[config.mk]
export PLATFORM = sky130hd
export DESIGN_NAME = bet_ram
export DESIGN_NICKNAME = d
export VERILOG_FILES = /design/src/rtl/bet_ram.sv
export SDC_FILE = /design/constraint.sdc
export NUM_CORES = 1
export LEC_CHECK = 0
export BUFFER_PORTS_ARGS = -buffer_cell sky130_fd_sc_hd__buf_2
export CAP_MARGIN = 5
export CORE_MARGIN = 1.5
export CORE_UTILIZATION = 60
export CTS_CLUSTER_DIAMETER = 40
export DETAILED_ROUTE_END_ITERATION = 12
export PLACE_DENSITY = 0.78
export SYNTH_ARGS = -nofsm -noshare
export SYNTH_HDL_FRONTEND = slang
export SYNTH_SLANG_ARGS = --single-unit
[constraint.sdc]
create_clock -name clk -period 4.05 [get_ports clk]
set_input_delay 0.81 -clock clk [delete_from_list [all_inputs] [get_ports clk]]
set_output_delay 0.81 -clock clk [all_outputs]
set_load 0.01 [all_outputs]
[src/rtl/bet_ram.sv]
// Generic single-write, single-read RAM with registered read data.
module bet_ram #(
	parameter int WIDTH = 8,
	parameter int DEPTH = 16
) (
	input  logic                     clk,
	input  logic                     we,
	input  logic [$clog2(DEPTH)-1:0] waddr,
	input  logic [WIDTH-1:0]         wdata,
	input  logic                     re,
	input  logic [$clog2(DEPTH)-1:0] raddr,
	output logic [WIDTH-1:0]         rdata
);

	logic [WIDTH-1:0] mem_q [DEPTH];

	// Write port
	always_ff @(posedge clk) begin
		if (we) begin
			mem_q[waddr] <= wdata;
		end
	end

	// Read port, data held while re is low
	always_ff @(posedge clk) begin
		if (re) begin
			rdata <= mem_q[raddr];
		end
	end

endmodule

Yosys cells after proc, flatten, opt, wreduce, memory -nomap -nowiden --
Memory sizes are Yosys's and may differ from the RTL's. A register that Yosys moved wholly into a read port is not among the register bits. Index checks and enable logic that the tools add are counted.
Operators by class: multiplexer cells 2
Operator list (number):
- $mux W1 | 2
Storage, ports and cells: bits in writable memories 128, register bits 0, input port bits 19, memories 1
Memories:
- mem_q | words 16, width 8, rd ports 1, clocked after memory_dff 1, wr ports 1, RTL line 15 | logic [WIDTH-1:0] mem_q [DEPTH];

Logic depth before layout (Yosys ltp) --
depth in word-level cells 2, mapped depth 5

Worst setup path before layout --
No wires, ideal clock.
path type in2reg, from in waddr[2], to mem mem_q[0][0] (enable), stages on the path 2, setup slack 1.747 ns, data arrival time 1.920 ns, setup time 0.383 ns, cells stage by stage or3b_2 nor3_1
RTL lines:
- start: declaration | RTL line 8 | input logic [$clog2(DEPTH)-1:0] waddr,
- end: declaration | RTL line 15
Straight into the memory's write port.

==> results.txt <==
Status: finished, final reports clean
TritonCTS clock tree: yes
CTS resizes: 0
Nets@finish: 286
Least-Margin Pin Slew: 1.22 ns
Largest net degree at the start of global routing: 33
Final setup viols: 0
Syn_area_per_cell: 22.8 sq um
Layout area overhead: 16.1%
# diodes: 0
Global-route wire length before repair: 14.9 mm
Commonest non-fill, non-tap cell in the layout: edfxtp_1
Pre-CTS setup slack: 1.24 ns
Starting Density: 0.627
Hold violation count in the final report: 0
Max-slew violation count: 0
H-tree levels: 4
Synthesized flop and latch total: 136
Tmin final: 2.28 ns
Number of global-route vias before repair: 2447
GR Util met3: 0.0506
WS Path Type: input pin to register
Reg2Reg Depth: 3
GRT met1 Usage: 0.336
Vias: 2473
Clk root buf: clkbuf_8
CP arrival: 2.54 ns
Num CTS Buffers: 17
Cell Chain, Critical Path: buf_2 > buf_4 > mux4_1 > a22oi_1 > nand2_1
Largest stage delay, worst path: 0.63 ns
Final instance area: 0.00607 sq mm
RSZ-0062 raised after global routing: no
# IOs: 27
Critical Path End: rdata[0]
Critical path buffers and inverters: 2
Net Count, Synth: 248
Critical path launch point: raddr[0]
Hold-fix buffers at CTS: 0
Grt ovf: 0
Final GP Congestion: 0.758
Critical Path RT: 4.30 ns
PD cells: 555 mW/mm^2
DP Area: 0.00544 sq mm
Post-CTS setup buffer count: 0
CP Launch Type: input pin
Total track usage: 0.249
Clock transition at path regs: 0.06 ns
Area fraction of the dominant cell type after synthesis: 0.781
WP depth: 5
Area of the mapped netlist: 0.00523 sq mm
Drt pass-1 iters: 6
Sequential share of the synthesized area: 0.781
Yosys warns: 0
Initial antenna violation count: 0
Leading area contributor after synthesis: edfxtp_1
Setup TNS: 0 ns
Layout cells sized above 1: 0.290
Reg-to-reg critical path startpoint: mem_q[8][0]
Hold slack: 0.659 ns
Average vias per placed instance: 6.44
Count of cell types in the netlist: 18
CTS Buffer Depth: 2
Fin crit share: 0.564
Core footprint: 0.00834 sq mm
Most frequent cells in the layout: edfxtp_1 (136), buf_2 (26), mux4_2 (18)
Final Core Density: 0.728
Final setup margin: 1.77 ns
CP max FO: 18
Reg2Reg Setup Slack: 2.51 ns
WL/cell: 26.6 um
Placed Instances: 353
Post-DP HPWL: 5.92 mm
Top post-synthesis cells by area: edfxtp_1 (78%), mux4_2 (7.8%), mux4_1 (7.0%), a22oi_1 (2.3%), nor2_1 (0.93%)
Synth Instances: 229
Post-route ant nets: 0
Number of port buffers: 26
Height of the die: 96.3 um
Slowest CP cell: mux4_1
Row count: 33
Fmax: 438 MHz
Post-Route Skew: 0.00797 ns
Die area: 0.00928 sq mm
Max Cap Viol: 0
Non-filler instance count after layout: 384
CP delay by family, top: buffers and inverters
Final Total Pwr: 3.37 mW
Reg2reg end: rdata[0]
DRC viols: 0
Worst-Skew Late Latency: 0.52 ns
Gr busiest metal: met2
Max-slew headroom: 0.179
Pleak: 2.03 nW
Crit. End Element: register
M2 GR Usage: 0.391
Worst hold path class: input pin to register
Peak VDD IR: 0.340 mV
Initial DRC count: 348
Die width: 96.3 um
# clock sinks: 136
Final wirelength: 10.2 mm
## cells in the mapped netlist
cell type / n
edfxtp_1: 136
mux4_2: 18
a22oi_1: 16
mux4_1: 14
nor2_1: 13
nand2_1: 9
nor3_1: 4
buf_2: 3
buf_6: 3
clkdlybuf4s25_2: 3
nand2b_1: 2
nand3b_1: 2
and2_1: 1
and2b_1: 1
buf_4: 1
nand3_1: 1
nor2b_1: 1
or3b_2: 1
## layout make-up
type | instances | area, sq um
clock inverters | 14 | 221
flip-flops and latches | 136 | 4080
fillers | 459 | 2270
clock buffers | 17 | 414
repair buffers | 29 | 153
multi-input cells | 83 | 1070
well taps | 105 | 131
## routing by layer
| layer | wire length [um] | part of all wire |
|---|---|---|
| met4 | 221 | 0.022 |
| met5 | 0 | 0 |
| met1 | 4130 | 0.40 |
| met2 | 5250 | 0.51 |
| met3 | 607 | 0.059 |
## power breakdown
group	internal (mW)	switching, mW
registers	1.59	0.00868
logic	0.0562	0.0856
clock network	1.06	0.570
## state kept, by name, indices dropped and copies added (netlist names)
| name | count |
|---|---|
| mem_q | 128 |
| rdata | 8 |
## worst min-delay path by stage
stage               slack (ns)  cells after the start    startpoint        to
finish                    0.66                      1            re  rdata[0]
global route              0.65                      1            re  rdata[2]
CTS                       0.65                      1            re  rdata[0]
detailed placement        0.74                      3  mem_q[12][5]  rdata[5]
global placement          0.72                      3  mem_q[12][4]  rdata[4]
floorplan                 0.70                      3   mem_q[7][0]  rdata[0]
## logic make-up after synthesis
logic type	after synthesis	synth area share
AO/OA/AOI/OAI	16	0.0230
buffers and inverters	10	0.0165
flip-flops	136	0.781
multiplexers	32	0.148
AND/OR/NAND/NOR	35	0.0314
(Power assumes the default switching activity.)
