### config.mk
export PLATFORM = sky130hd
export DESIGN_NAME = bet_calc
export DESIGN_NICKNAME = d
export VERILOG_FILES = /design/src/rtl/bet_pkg.sv /design/src/rtl/bet_calc.sv
export SDC_FILE = /design/constraint.sdc
export NUM_CORES = 1
export LEC_CHECK = 0
export ABC_AREA = 1
export ABC_CLOCK_PERIOD_IN_PS = 10600
export BUFFER_PORTS_ARGS = -buffer_cell sky130_fd_sc_hd__buf_4
export CAP_MARGIN = 5
export CORE_MARGIN = 2
export CORE_UTILIZATION = 57
export DETAILED_ROUTE_END_ITERATION = 7
export PLACE_DENSITY = 0.89
export SYNTH_ARGS = -nofsm -noshare
export SYNTH_HDL_FRONTEND = slang
export SYNTH_SLANG_ARGS = --single-unit
### constraint.sdc
create_clock -name vclk -period 10.6
set_input_delay 0.53 -clock vclk [all_inputs]
set_output_delay 0.53 -clock vclk [all_outputs]
set_load 0.005 [all_outputs]
### src/rtl/bet_pkg.sv
// Shared constants and codes for the block-exponent table lookup.
package bet_pkg;

	// Table geometry
	localparam int MAX_RANGE_BINS = 256;
	localparam int BIN_W          = $clog2(MAX_RANGE_BINS);
	localparam int LOW_W          = 64;
	localparam int HIGH_W         = 48;
	localparam int ENTRY_W        = LOW_W + HIGH_W;

	// Entry layout: base exponent, eight thresholds, growth count on top
	localparam int BASE_W      = 4;
	localparam int THRESH_W    = 13;
	localparam int THRESH_LSB  = BASE_W;
	localparam int NUM_THRESH  = 8;
	localparam int GROWTH_W    = 4;
	localparam int GROWTH_LSB  = ENTRY_W - GROWTH_W;
	localparam logic [GROWTH_W-1:0] GROWTH_LIMIT = GROWTH_W'(NUM_THRESH);

	// Item fields
	localparam int PULSE_W = 13;
	localparam int EXP_W   = 5;

	// Request kinds
	localparam logic MODE_WRITE = 1'b0;
	localparam logic MODE_QUERY = 1'b1;

	// Configuration registers
	localparam int BINS_CFG_W   = 9;
	localparam int PULSES_CFG_W = 14;
	localparam int CFG_DATA_W   = 14;
	localparam int CFG_IDX_W    = 1;
	localparam logic [CFG_IDX_W-1:0] REG_RANGE_BINS = 1'd0;
	localparam logic [CFG_IDX_W-1:0] REG_PULSES     = 1'd1;
	localparam logic [BINS_CFG_W-1:0]   RANGE_BINS_RST = 9'd256;
	localparam logic [PULSES_CFG_W-1:0] PULSES_RST     = 14'd8192;

endpackage

### src/rtl/bet_calc.sv
// Exponent calculation from one table entry and a pulse index.
module bet_calc (
	input  logic [bet_pkg::ENTRY_W-1:0]  entry,
	input  logic [bet_pkg::PULSE_W-1:0]  pulse,
	input  logic                         in_range,
	output logic [bet_pkg::EXP_W-1:0]    exponent
);

	logic [bet_pkg::GROWTH_W-1:0] growth;
	logic [bet_pkg::GROWTH_W-1:0] growth_clamped;
	logic [bet_pkg::GROWTH_W-1:0] steps;
	logic [bet_pkg::BASE_W-1:0]   base;
	logic [bet_pkg::NUM_THRESH-1:0] at_or_below;
	logic                         counting;

	// Each threshold compared against the pulse in parallel
	always_comb begin
		for (int n = 0; n < bet_pkg::NUM_THRESH; n++) begin
			at_or_below[n] = entry[bet_pkg::THRESH_LSB + n*bet_pkg::THRESH_W +: bet_pkg::THRESH_W]
				<= pulse;
		end
	end

	// Growth count clamped to the number of stored thresholds
	assign growth = entry[bet_pkg::GROWTH_LSB +: bet_pkg::GROWTH_W];
	assign growth_clamped = (growth > bet_pkg::GROWTH_LIMIT) ? bet_pkg::GROWTH_LIMIT : growth;
	assign base = entry[bet_pkg::BASE_W-1:0];

	// Count leading passed thresholds, stop at first miss or at growth count
	always_comb begin
		steps    = '0;
		counting = 1'b1;
		for (int n = 0; n < bet_pkg::NUM_THRESH; n++) begin
			if (counting && (bet_pkg::GROWTH_W'(n) < growth_clamped) && at_or_below[n]) begin
				steps = steps + bet_pkg::GROWTH_W'(1);
			end else begin
				counting = 1'b0;
			end
		end
	end

	assign exponent = in_range
		? (bet_pkg::EXP_W'(base) + bet_pkg::EXP_W'(steps))
		: '0;

endmodule

Word level (Yosys, flattened, before mapping)
Index checks and enable logic that the tools add are counted.
{"block": "totals", "register_bits": 0, "output_inout_bits": 5, "elab_cells": 57}
{"block": "op_classes", "add_sub_neg": 8, "magnitude_cmp": 17, "mux": 17, "reduce_logical": 15}
{"op": "less-or-equal comparator 13 bit", "n": 8}
{"op": "two-way mux 4 bit", "n": 7}
{"op": "adder 4 x 1 -> 4 bit, second input constant", "n": 6}
{"op": "< comparator 3 x 4 -> 1 bit, first input constant", "n": 4}
{"op": "logical AND 1 bit", "n": 15}
{"op": "< comparator 1 x 4 -> 1 bit, first input constant", "n": 2}
{"op": "< comparator 2 x 4 -> 1 bit, first input constant", "n": 2}
{"op": "two-way mux 1 bit", "n": 8}
{"op": "adder 4 x 4 -> 5 bit", "n": 1}
{"op": "two-way mux 5 bit", "n": 1}
{"op": "> comparator 4 bit, second input constant", "n": 1}
{"op": "adder 1 x 1 -> 2 bit, second input constant", "n": 1}
{"op": "two-way mux 2 bit", "n": 1}

Depth between registers and ports, before layout
{"block": "depth", "word_depth": 28, "depth_mapped": 46, "depth_no_buf": 46}

Least setup slack after synthesis
No wires, ideal clock.
{"block": "synth_timing", "path_type": "input to output", "start": "in pulse[2] (netlist bit)", "end": "out exponent[3] (netlist bit)", "arrival_time_ns": 5.249, "t_required_ns": 10.070, "path_slack_ns": 4.821, "path_stages": 44, "path_cell_list": "inv_1 ha_1 a21oi_1 o21ai_0 a21oi_1 nor2_1 o21ai_0 o2111ai_1 a21boi_0 o21ai_0 o21ai_0 nand2_1 nor2_1 ha_1 inv_1 a21oi_4 nand3_1 nand2_1 (+8 left out) nand2_1 nand2_2 nand2_1 nand2_1 inv_1 ha_1 nand2_1 nand3_1 nand2_2 nand2_1 nand2_1 inv_1 ha_1 nand2_1 nand2_1 a31oi_1 o21ai_0 a21oi_1"}
{"block": "synth_between", "elab_chain_len": 26}
{"element": "start: declaration", "line": "bet_calc.sv:4", "rtl": "input logic [bet_pkg::PULSE_W-1:0] pulse,"}
{"element": "branches (longest 23 deep; another with less-or-equal comparator 13 bit)"}
{"element": "two-way mux 4 bit *", "line": "bet_calc.sv:34", "rtl": "if (counting && (bet_pkg::GROWTH_W'(n) < growth_clamped) && at_or_below[n]) begin"}
{"element": "adder 4 x 4 -> 5 bit *", "line": "bet_calc.sv:43", "rtl": "? (bet_pkg::EXP_W'(base) + bet_pkg::EXP_W'(steps))"}
{"element": "two-way mux 5 bit *", "line": "bet_calc.sv:43"}
{"element": "end: declaration", "line": "bet_calc.sv:6", "rtl": "output logic [bet_pkg::EXP_W-1:0] exponent"}
Every way passes the cells marked *.

Worst setup path after layout
Same ends and word-level chain as after synthesis.

==> run_results.csv <==
group,metric,value,unit
outcome,status,"finished, final reports clean",
worst_setup_path,critPathKind,"in -> out",
synth,synthTopCellsByArea,"ha_1 42%, nand2_1 14%, inv_1 8.0%",
timing,hold_viol,0,
min_path,holdPathEnd,"exponent[1]",
drt,ant_nets,0,
timing,fin_tns_setup,0,ns
die,initial_core_util,58.0,%
die,row_count,28,
timing,drv_slew,0,
synth,synth_area,3390,sq um
timing,rsz0062_at_grt,"false",
drt,viasPerCell,5.52,
finish,area_delta_synth_final,31.8,%
drt,vias,3974,
min_path,worst_hold_path_type,"in -> out",
power_and_ir_drop,power_leakage,2.65,nW
global_routing,grt_pass1_wl,15900,microns
place,gp_congestion,0.951,
worst_setup_path,cp_slowest_cell,"ha_1",
drt,drc,0,
worst_setup_path,crit_fanout,8,
global_routing,grt_antenna_before_repair,0,
synth,syn_nets,754,
worst_setup_path,cp.buffers_inverters,10,
clocking,cts_setup_buffers,0,
timing,period_share,63.3,%
synth,yosysUniqueCellTypes,36,
place,io_buffers,131,
clocking,ctsResizeCount,0,
finish,seq_area,0,sq um
worst_setup_path,cp-startpoint,"pulse[2]",
power_and_ir_drop,ir_drop,0.0305,mV
drt,firstDrtPassIters,7,
worst_setup_path,crit_path_end_kind,"output port",
timing,tightest_slew,0.543,ns
global_routing,grt_max_degree,9,
finish,final_nets,887,
die,die_w,81.1,microns
finish,n_antenna_cell,0,
global_routing,overflow,0,
flow_run,cap_violations,0,
finish,layout-drive-gt1-share,27.9,%
die,io_pins,131,
synth,netlist_instances,514,
min_path,hold_depth,4,
synth,avgSynthCellArea,6.60,sq um
drt,wire_per_inst,14.1,microns
timing,setup_violations,0,
drt,routed_wl,10100,microns
worst_setup_path,crit_arrival,6.18,ns
timing,fin_crit,6.71,ns
finish,nFlopsAndLatches,0,
finish,layout_commonest_cell,"buf_4",
synth,yosysTopAreaCellShare,41.7,%
finish,design_area,4470,sq um
synth,synth-seq-area-share,0,%
clocking,cts_hold_buf,0,
min_path,hold_start,"in_range",
die,chipHeight,81.1,microns
power_and_ir_drop,p_per_area,45.3,nW/um^2
synth,yosysWarnings,0,
synth,yosysTopAreaCell,"ha_1",
global_routing,grt_usage,30.3,%
timing,fmaxAchievable,149,MHz
worst_setup_path,required,10.07,ns
worst_setup_path,critPathMostFrequentCell,"nand2_1",
place,hpwl,8910,microns
worst_setup_path,start_kind,"primary input",
finish,postLayoutCoreUtil,76.4,%
finish,nClkBuffers,0,
worst_setup_path,critical-path-max-stage-delay,0.32,ns
place,post_dp_cell_area,4470,sq um
global_routing,grt_pass1_vias,3765,
die,die_area,6580,sq um
finish,mostFrequentLayoutCells,"131 x buf_4, 122 x nand2_1, 113 x ha_1",
die,core_area,5850,sq um
timing,maxSlewHeadroom,63.5,%
drt,drtIter0Drc,126,
worst_setup_path,path_delay_family,"compound AO/OA/AOI/OAI gates",
==> area by class of cell <==
type                            count  area [sq um]
Inverter                           82           313
Tap cell                           75          93.8
Multi-Input combinational cell    432          3080
Timing Repair Buffer              131           983
Fill cell                         487          1380
==> power by group <==
part           total (mW)  switching, mW  internal [mW]  leakage (nW)
clock                   0              0              0             0
sequential              0              0              0             0
combinational       0.202          0.112         0.0904          2.65
==> worst max-delay path by stage <==
stage / endpoint / slack (ns) / cells past startpoint
floorplan: exponent[3] / 4.82 / 44
detailed placement: exponent[3] / 3.98 / 45
finish: exponent[3] / 3.89 / 45
CTS: exponent[3] / 3.98 / 46
global placement: exponent[3] / 4.28 / 46
global route: exponent[3] / 3.30 / 46
==> synth_stat cells <==
master and instances:
a21o_1 1, nand2_4 5, a22o_1 1, nand2_2 17
nor3_1 6, nor3_2 1, nand3_1 20, o21ai_0 23
o2111ai_1 1, a21oi_2 3, ha_1 113, o21ai_4 1
a21oi_4 2, nand2_1 122, a21oi_1 45, nand4_1 13
nor2_4 3, nand3_2 4, o21ai_1 1, nor4_1 5
a211oi_1 1, nor2_1 30, o21a_1 2, a21boi_0 1
nor2_2 3, nor4b_1 1, a31oi_1 2, clkinv_4 1
xor2_1 1, inv_2 6, clkinv_1 3, inv_1 72
nand3b_4 1, fa_1 1, nand4_4 1, nor2_8 1
==> stage by stage <==
step,hold slack (ns),std cells,power [mW],setup WS [ns]
final,1.36,720,0.202,3.89
after global routing,1.39,720,0.228,3.30
after CTS,1.36,720,0.201,3.98
after global placement,1.36,720,0.189,4.28
after floorplan,1.14,514,0.123,4.82
after detailed placement,1.36,720,0.200,3.98
==> cells by family (layout without fill, tap and decap cells) <==
kind of cell / count (synthesis) / after routing / synth area share, %
adders and majority gates: 114 / 114 / 42.3
and+or+nand+nor: 233 / 233 / 33.9
AOI/OAI and AO/OA: 84 / 84 / 14.4
xor gates and xnor gates: 1 / 1 / 0.258
buffers and inverters: 82 / 213 / 9.22
==> per-layer routing <==
metal	routed length [microns]	part of all wire, %	vias up	GRT usage [%]
met4	242	2.4	0	7.29
met1	4220	42	1749	38.0
met3	777	7.7	30	1.33
met2	4900	48	182	56.5
li1	-	-	2013	-
met5	0	0	-	0
(Power assumes the default switching activity.)
